[src/rtl/ast_pkg.sv]
// Shared widths, constants and types of the alert suppression table.
package ast_pkg;

  localparam int KEY_W   = 32;
  localparam int DESC_W  = 16;
  localparam int TIME_W  = 64;
  localparam int COUNT_W = 32;
  localparam int SLOT_W  = 6;

  localparam logic [TIME_W-1:0] COOLDOWN_RESET = 64'd10000000000;

  typedef enum logic [1:0] {
    S_IDLE,
    S_SCAN,
    S_DECIDE,
    S_FINISH
  } state_t;

  // One table entry as held in the entry memory
  typedef struct packed {
    logic [KEY_W-1:0]   key;
    logic [TIME_W-1:0]  stamp;
    logic [COUNT_W-1:0] count;
    logic [DESC_W-1:0]  desc;
  } entry_t;

  // One result item, without its end-of-run flag
  typedef struct packed {
    logic [KEY_W-1:0]   key;
    logic [DESC_W-1:0]  desc;
    logic [COUNT_W-1:0] occ;
    logic               summary;
    logic [SLOT_W-1:0]  slot;
  } result_t;

endpackage

[src/rtl/ast_slot_mod.sv]
// Remainder of the event time by the table depth, eight bits per cycle.
module ast_slot_mod #(
  parameter int DEPTH = 64
) (
  input  logic                       clk,
  input  logic                       rst,
  input  logic                       start,
  input  logic [ast_pkg::TIME_W-1:0] value,
  output logic                       done,
  output logic [$clog2(DEPTH)-1:0]   rem
);
  import ast_pkg::*;

  localparam int IW = $clog2(DEPTH);
  localparam int RW = IW + 1;
  localparam logic [RW-1:0] DEPTH_R = RW'(DEPTH);

  logic [TIME_W-1:0] shreg;
  logic [RW-1:0]     r;
  logic [RW-1:0]     r_next;
  logic [2:0]        cnt;
  logic              busy;

  // Fold in the top byte, one bit at a time, MSB first
  always_comb begin
    r_next = r;
    for (int k = 0; k < 8; k++) begin
      r_next = {r_next[RW-2:0], shreg[TIME_W-1-k]};
      if (r_next >= DEPTH_R) begin
        r_next = r_next - DEPTH_R;
      end
    end
  end

  // Advance the byte sequencer
  always_ff @(posedge clk) begin
    if (rst) begin
      busy <= 1'b0;
      done <= 1'b0;
      cnt  <= '0;
    end else if (start) begin
      busy <= 1'b1;
      done <= 1'b0;
      cnt  <= '0;
    end else if (busy) begin
      cnt <= cnt + 3'd1;
      if (cnt == 3'd7) begin
        busy <= 1'b0;
        done <= 1'b1;
      end
    end
  end

  // Hold the value and the partial remainder
  always_ff @(posedge clk) begin
    if (start) begin
      shreg <= value;
      r     <= '0;
    end else if (busy) begin
      shreg <= {shreg[TIME_W-9:0], 8'd0};
      r     <= r_next;
    end
  end

  assign rem = r[IW-1:0];

endmodule

[config.mk]
export PLATFORM = sky130hd
export DESIGN_NAME = ast_slot_mod
export DESIGN_NICKNAME = d
export VERILOG_FILES = /design/src/rtl/ast_pkg.sv /design/src/rtl/ast_slot_mod.sv
export SDC_FILE = /design/constraint.sdc
export NUM_CORES = 1
export LEC_CHECK = 0
export BUFFER_PORTS_ARGS = -buffer_cell sky130_fd_sc_hd__buf_2
export CAP_MARGIN = 20
export CORE_MARGIN = 3
export CORE_UTILIZATION = 54
export CTS_BUF_LIST = sky130_fd_sc_hd__clkbuf_8
export DETAILED_ROUTE_END_ITERATION = 10
export GPL_TIMING_DRIVEN = 0
export PLACE_DENSITY = 0.86
export SYNTH_ARGS = -nofsm -noshare
export SYNTH_HDL_FRONTEND = slang
export SYNTH_SLANG_ARGS = --single-unit
[constraint.sdc]
create_clock -name clk -period 2 [get_ports clk]
set_input_delay 0.2 -clock clk [delete_from_list [all_inputs] [get_ports clk]]
set_output_delay 0.2 -clock clk [all_outputs]
set_load 0.02 [all_outputs]
* Yosys cells after proc, flatten, opt, wreduce, memory -nomap -nowiden
Cells that the tools add are included.
** Word-level totals
- Output and inout bits :: 7
- Logic and storage cells :: 39
- Register bits after elaboration :: 75
- Bits of input ports :: 67
** Cells by class
- Order comparisons :: 8
- Reduce and logical (&&, ||, !) cells :: 3
- Muxes and demuxes :: 13
- Equal/unequal tests :: 1
- $add $sub $neg :: 9
** Operators with widths (count)
- 64-bit two-way mux :: 2
- 7-bit >= comparator, second input constant :: 8
- 6-bit two-way mux :: 8
- 6-bit by 1-bit subtractor with 6-bit output, second input constant :: 8
- 3-bit by 1-bit adder with 3-bit output, second input constant :: 1
- 3-bit == test, second input constant :: 1
- 1-bit two-way mux :: 3
- 2-bit AND reduction :: 1
- 2-bit nonzero test :: 1
- 2-bit OR reduction :: 1

* Logic depth before layout (Yosys ltp)
Gate-level depths: netlist (run 1).
- Word-level depth :: 16
- Gate-level depth with buffers :: 4
- Mapped depth without buffers :: 4

* Worst setup path after synthesis (run 1)
Ideal clock, no wire load.
- Kind :: register -> register
- Start :: register busy
- End :: register shreg[0] (enable)
- Period minus slack after synthesis :: 1.566 ns
- Cell stages (with the launch flop) :: 3
- Setup time :: 0.384 ns
- Slack :: 0.434 ns
- Data arrival time :: 1.181 ns
- Buffers on the path :: 1
- Data required time :: 1.616 ns
- Cell sequence :: dfxtp_1 -> buf_6 -> or2_2
** Between the ends
- Longest elaborated chain between the ends :: 1
** Ends and longest elaborated chain
- start: declaration :: RTL line ast_slot_mod.sv:22 : logic busy;
- start signal: assignment :: RTL line ast_slot_mod.sv:38 : busy <= 1'b0;
- start signal: assignment :: RTL line ast_slot_mod.sv:42 : busy <= 1'b1;
- start signal: assignment :: RTL line ast_slot_mod.sv:48 : busy <= 1'b0;
- 2-bit nonzero test (no line)
- end signal: assignment :: RTL line ast_slot_mod.sv:57 : shreg <= value;
- end signal: assignment :: RTL line ast_slot_mod.sv:60 : shreg <= {shreg[TIME_W-9:0], 8'd0};
- end: declaration :: RTL line ast_slot_mod.sv:18 : logic [TIME_W-1:0] shreg;
Every way passes these cells.
A chain may end at the register's enable or synchronous reset.

* Worst setup path in the final report (run 1)
- Start :: register busy
- End :: register shreg[57] (enable)
Same word-level chain as after synthesis.

==> results of run 1 <==
-- power by group through the flow --
stage / Combinational, W / Clock, W / Sequential, W
6_report: 0.000334 / 0.000990 / 0.00150
3_5_place_dp: 0.000332 / 0 / 0.00153
2_1_floorplan: 0.000230 / 0 / 0.00153
3_3_place_gp: 0.000322 / 0 / 0.00152
5_1_grt: 0.000359 / 0.00108 / 0.00151
4_1_cts: 0.000333 / 0.00101 / 0.00150
-- worst max-delay path by stage --
| stage | end | startpoint | slack, ns |
|---|---|---|---|
| CTS | shreg[41] | busy | 0.11 |
| global placement | shreg[9] | busy | 0.15 |
| detailed placement | shreg[1] | busy | 0.12 |
| global route | shreg[17] | busy | 0.49 |
| floorplan | shreg[0] | busy | 0.43 |
| finish | shreg[57] | busy | 0.57 |
-- state kept, by name (all words and copies together) (netlist names) --
register	flops
cnt	3
r	6
shreg	48
busy	1
done	1
-- through the flow --
step	hold WS, ns	total power [W]
floorplan	0.269	0.00176
global placement	0.433	0.00184
detailed placement	0.444	0.00186
CTS	0.0962	0.00285
global route	0.115	0.00295
finish	0.109	0.00282
-- kinds of logic after synthesis --
group | after synthesis | share of synthesized area [%]
buf+inv | 9 | 4.66
mux | 50 | 27.0
flops | 59 | 63.1
xor+xnor | 1 | 0.333
compound gates | 2 | 0.380
fa+ha+maj | 2 | 0.951
simple gates | 18 | 3.52
-- cell type report --
cell class / count / area [um2] / area share [%]
Buffer: 8 / 119 / 3.72
Clock buffer: 9 / 124 / 3.88
Clock inverter: 7 / 55.1 / 1.72
Inverter: 1 / 3.75 / 0.118
Multi-Input combinational cell: 73 / 847 / 26.5
Sequential cell: 59 / 1660 / 52.1
Tap cell: 65 / 81.3 / 2.55
Timing Repair Buffer: 57 / 300 / 9.41
-- worst max-delay path, stage by stage, from the launching register on --
cell and delay, ns:
dfxtp_1 0.38, buf_6 0.19, or2_2 0.26, buf_12 0.26
-- cell usage in the layout (no fill, tap or decap), drive strengths merged --
master	synthesis	layout
clkinv	0	3
mux2	42	42
edfxtp	48	48
nor3	4	4
nand2b	1	1
ha	2	2
and2	6	6
or2	1	1
mux2i	8	8
nor2	6	6
buf	8	65
inv	1	4
bufinv	0	1
a21oi	2	2
xnor2	1	1
dfxtp	11	11
clkbuf	0	9
-- metal layers --
metal / global-route usage [%] / up-vias
met4: 8.16 / 0
met3: 6.20 / 9
met1: 18.7 / 668
met2: 27.6 / 50
li1: - / 669
met5: 0 / -
==> summary.md, run 1 <==
| Metric | Value |
|---|---|
| Fin. Hold Viols | 0 |
| DP Area | 2990 um2 |
| Hold crit path type | primary input to flip-flop |
| GRT Total Usage | 16.6% |
| Synth Cell Area | 2630 um2 |
| Setup bufs post-CTS | 0 |
| FFs w/ async S/R, synth | 0% |
| Max clock buf depth | 2 |
| CP required | 2.02 ns |
| Die ar. | 5750 um2 |
| Syn nets | 210 |
| Seq cells post-synth | 59 |
| PD cells | 885 nW/um2 |
| Sw Pwr | 0.000597 W |
| Final core occ | 70.4% |
| Drt pass-1 iters | 4 |
| WHS Path Cells | 2 |
| CP startpoint kind | flip-flop |
| CP Capture Type | flip-flop |
| Fill count | 314 |
| Layout cells sized above 1 | 56.1% |
| Via-per-instance ratio | 5.00 |
| Critical Path Fanout Max | 42 |
| Vias in the first global route | 1416 |
| Setup WS pre-CTS | 0.122 ns |
| Core area | 4530 um2 |
| Total number of vias | 1396 |
| CTS clk-pin slew, worst paths | 0.06 ns |
| Initial antenna violation count | 0 |
| WL/cell | 15.4 um |
| Yosys top cell by area | edfxtp_1 |
| Combinational group share of total power | 11.8% |
| Met3 routed WL | 322 um |
| Setup_tns | 0 ns |
| Die height | 75.8 um |
| RePlAce Congestion | 0.719 |
| Std-Cell Rows | 24 |
| DR WL met2 | 2.24 mm |
| Reg2Reg Setup Slack | 0.57 ns |
| Most common cell in the netlist | edfxtp_1 |
| M1 WL | 1.64 mm |
| Post-Route WL | 4.28 mm |
| FMAX | 700 MHz |
| Max transition margin | 84.2% |
| DP Wirelength | 2.90 mm |
| Slew at the pin closest to its max-slew limit | 0.237 ns |
| Worst setup margin | 0.571 ns |
| MaxCap Viol Count | 0 |
| Final ANT Viol Nets | 0 |
| EDFF count, synth | 48 |
| Sink of the worst hold path | done |
| Main synth FF type | edfxtp_1 |
| Post_cts resized | 0 |
| Yosys warns | 0 |
| CTS tree | done |
| Status | finished clean |
| Yosys top cell area share | 54.8% |
| Clock group share of total power | 35.0% |
| Worst hold start | rst |
| Final Critical Period | 1.43 ns |
| Gr ovfl total | 0 |
| Clock root buffer | clkbuf_8 |
| Hold_buf cts | 0 |
| Flop pwr share | 53.1% |
| Area grow syn2layout | 21.3% |
| Starting density of the core | 58.0% |
| Unrepaired setup endpoints after global routing | no |
| First-pass GRT wire length | 6.59 mm |
| Max Used Layer | met4 |
| H-tree levels | 3 |
| Critical path arrival | 1.44 ns |
| Period Utilization, post-route | 71.4% |
| Sink Count | 59 |
| Max Slew Vio Count | 0 |
| Finished Cell Area | 3190 um2 |
| # IOs | 74 |
| Worst vdd ir | 0.569 mV |
| Synth cell count leaders | edfxtp_1 (48), mux2_4 (42), dfxtp_1 (11) |
| Clock Latency Late Sink | 0.33 ns |
| Leakage | 1.43 nW |
| Seq/Total Area, Yosys | 63.1% |
| Cell Int Power | 0.00223 W |
| Critical path class | flip-flop to flip-flop |
| Capturing point of the worst reg2reg path | shreg[57] |
| Avg Cell Area, Syn | 18.7 um2 |
| Initial drt markers | 58 |
| Skew final | 0.00688 ns |
| Final setup viols | 0 |
| Nets | 278 |
| I/O Buffers | 56 |
| R2R depth | 3 |
| # placed instances | 262 |
| DIE WIDTH | 75.8 um |
| Cell variety after synth | 16 |
| Largest net degree at the start of global routing | 49 |
| DRC | 0 |
| Post-Synthesis Cells | 141 |
| Non-filler cells, final | 279 |
| Cts bufs inserted | 9 |
| # diodes | 0 |
| Net Sw Frac | 21.1% |
| Synth area leaders | edfxtp_1 (55%), mux2_4 (24%), dfxtp_1 (8.4%) |
| Reg-to-reg startpoint | busy |
Note: power is estimated with default switching activity, not from simulation.
==> run 2: changes to the inputs <==
Settings changed: CORE_UTILIZATION 54 to 48, PLACE_DENSITY 0.86 to 0.81.
Clock period 2 ns to 1.27 ns, I/O delays scaled along.
==> run 2 against run 1 <==
  * Power rose by 53%
  * Highest routed layer unchanged
  * Critical endpoint is now shreg[56]
  * Global-route usage shrank 1.1 points
  * Sequential share of layout area grew 0.060 points
==> summary.md, run 2 (synthesized netlist as in run 1, its figures left out) <==
| Metric | Value |
|---|---|
| R2R depth | 2 (was 3) |
| # IOs | 74 (unchanged) |
| Reg-to-reg startpoint | busy (unchanged) |
| MaxCap Viol Count | 0 (unchanged) |
| Critical Path Start | busy (unchanged) |
| Skew final | 0.00965 ns (was 0.00688 ns) |
| Critical path buffer and inverter count | 1 (was 2) |
| Post-Route WL | 4.39 mm (was 4.28 mm) |
| Via-per-instance ratio | 4.94 (was 5.00) |
| Fin. Hold Viols | 0 (unchanged) |
| Clock Latency Late Sink | 0.32 ns (was 0.33 ns) |
| Status | finished clean (unchanged) |
| Gr ovfl total | 0 (unchanged) |
| Worst vdd ir | 0.966 mV (was 0.569 mV) |
| DIE WIDTH | 80.0 um (was 75.8 um) |
| Crit path depth | 2 (was 3) |
| Die height | 80.0 um (was 75.8 um) |
| CP required | 1.24 ns (was 2.02 ns) |
| Initial drt markers | 48 (was 58) |
| Critical path class | flip-flop to flip-flop (unchanged) |
| H-tree levels | 3 (unchanged) |
| Max clock buf depth | 2 (unchanged) |
| Area grow syn2layout | 21.3% (about the same) |
| Total number of vias | 1402 (was 1396) |
| Delay of the slowest cell on the worst path | 0.37 ns (was 0.38 ns) |
| Hold_buf cts | 0 (unchanged) |
| Slowest-stage cell, CP | dfxtp_2 (was dfxtp_1) |
| Setup bufs post-CTS | 0 (unchanged) |
| FMAX | 824 MHz (was 700 MHz) |
| CP Cell Sequence | buf_12, or2_4 (was buf_6, or2_2, buf_12) |
| CP startpoint kind | flip-flop (unchanged) |
| Period Utilization, post-route | 95.5% (was 71.4%) |
| CTS tree | done (unchanged) |
| Commonest non-fill, non-tap cells in the layout | buf_2 (57), edfxtp_1 (48), mux2_4 (42) (unchanged) |
| Max FFs per register | 48 (unchanged) |
| CP top delay family | flip-flops (was buffers and inverters) |
| Unrepaired setup endpoints after global routing | no (unchanged) |
| Drt pass-1 iters | 4 (unchanged) |
| Reg2Reg Setup Slack | 0.06 ns (was 0.57 ns) |
| WL/cell | 15.5 um (was 15.4 um) |
| Core area | 5200 um2 (was 4530 um2) |
| Std-Cell Rows | 26 (was 24) |
| Critical path arrival | 1.19 ns (was 1.44 ns) |
| Net Sw Frac | 20.9% (was 21.1%) |
| RePlAce Congestion | 0.667 (was 0.719) |
| Clock root buffer | clkbuf_8 (unchanged) |
| PD cells | 1350 nW/um2 (was 885 nW/um2) |
| Total Power | 0.00432 W (was 0.00282 W) |
| Most common cell after layout, fill and taps aside | buf_2 (unchanged) |
| Met2 usage | 25.5% (was 27.6%) |
| Final setup viols | 0 (unchanged) |
| Sw Pwr | 0.000902 W (was 0.000597 W) |
| Vias in the first global route | 1519 (was 1416) |
| Critical Path Sink | shreg[56] (was shreg[57]) |
| Final Critical Period | 1.21 ns (was 1.43 ns) |
| Critical Path Fanout Max | 24 (was 42) |
| Die ar. | 6410 um2 (was 5750 um2) |
| Initial antenna violation count | 0 (unchanged) |
| Fill count | 411 (was 314) |
| Final ANT Viol Nets | 0 (unchanged) |
| Nets | 278 (unchanged) |
| Cell Int Power | 0.00342 W (was 0.00223 W) |
| Biggest register | shreg (unchanged) |
| Met1 Use GR | 18.1% (was 18.7%) |
| Biggest regs | shreg x48, r x6, cnt x3 (unchanged) |
| Final core occ | 61.3% (was 70.4%) |
| Sink Count | 59 (unchanged) |
| CP Capture Type | flip-flop (unchanged) |
| Combinational group share of total power | 12.2% (was 11.8%) |
| I/O Buffers | 56 (unchanged) |
| Worst hold slack | 0.0380 ns (was 0.109 ns) |
| Starting density of the core | 50.6% (was 58.0%) |
| Worst hold start | rst (unchanged) |
| Clock group share of total power | 33.1% (was 35.0%) |
| GRT Total Usage | 15.5% (was 16.6%) |
| Leakage | 1.42 nW (was 1.43 nW) |
| Largest net degree at the start of global routing | 25 (was 49) |
| Flop pwr share | 54.7% (was 53.1%) |
| GRT met3 Usage | 4.85% (was 6.20%) |
| Capturing point of the worst reg2reg path | shreg[56] (was shreg[57]) |
| First-pass GRT wire length | 7.20 mm (was 6.59 mm) |
| DRC | 0 (unchanged) |
| Slew at the pin closest to its max-slew limit | 0.362 ns (was 0.237 ns) |
| DP Wirelength | 2.86 mm (was 2.90 mm) |
| Max Slew Vio Count | 0 (unchanged) |
| Busiest grt layer | met2 (unchanged) |
| Hold crit path type | primary input to flip-flop (unchanged) |
| CTS clk-pin slew, worst paths | 0.05 ns (was 0.06 ns) |
| Max transition margin | 75.9% (was 84.2%) |
| # diodes | 0 (unchanged) |
| Layout cells sized above 1 | 56.1% (unchanged) |
| Cts bufs inserted | 9 (unchanged) |
==> run 2: changes by cell type in the layout (fill, tap and decap cells not counted), sizes merged <==
cell,before,now
buf,65,64
bufinv,1,0
clkbuf,9,11
clkinv,3,0
inv,4,6
or2,1,2
==> run 2: cell type report <==
cell class	count	area [um2]	area share, %
flip-flops and latches	59	1660	52.1
multi-input cells	74	858	26.9
repair buffers	56	280	8.78
clock buffers	11	151	4.75
plain buffers	8	128	4.00
well taps	70	87.6	2.75
clock inverters	5	18.8	0.588
inverters	1	3.75	0.118
==> run 2: timing repair <==
item                       in CTS  in global routing
pin swaps                       1                  2
setup endpoints to repair      48                 48
gates resized for setup         1                  2
gates cloned                    1                  0
==> run 2: per-stage QoR <==
step	area (um2)	TNS (ns)	std cells	setup slack (ns)
6_report	3190	0	284	0.0569
3_5_place_dp	3000	-11.57	267	-0.243
3_3_place_gp	3000	-10.32	267	-0.217
5_1_grt	3190	0	284	0.00376
4_1_cts	3180	0	284	0.0143
2_1_floorplan	2640	-1.07	141	-0.0222
==> run 2: how the worst min path moves through the flow <==
stage	to	slack, ns	cells after the start
after floorplan	busy	0.19	1
after global placement	busy	0.35	2
after detailed placement	busy	0.35	2
after CTS	busy	0.02	2
after global routing	busy	0.04	2
final	busy	0.04	2
==> run 2: metal layers <==
metal  share of wire [%]  up-vias
met5                   0        -
met1                  42      677
met2                  49       48
met3                 6.1       10
met4                 2.4        0
li1                    -      667
==> run 2: power by group through the flow <==
stage | logic (W) | clock network [W] | registers, W
3_3_place_gp | 0.000510 | 0 | 0.00240
4_1_cts | 0.000533 | 0.00147 | 0.00237
6_report | 0.000529 | 0.00143 | 0.00236
5_1_grt | 0.000573 | 0.00157 | 0.00238
2_1_floorplan | 0.000364 | 0 | 0.00241
3_5_place_dp | 0.000527 | 0 | 0.00241
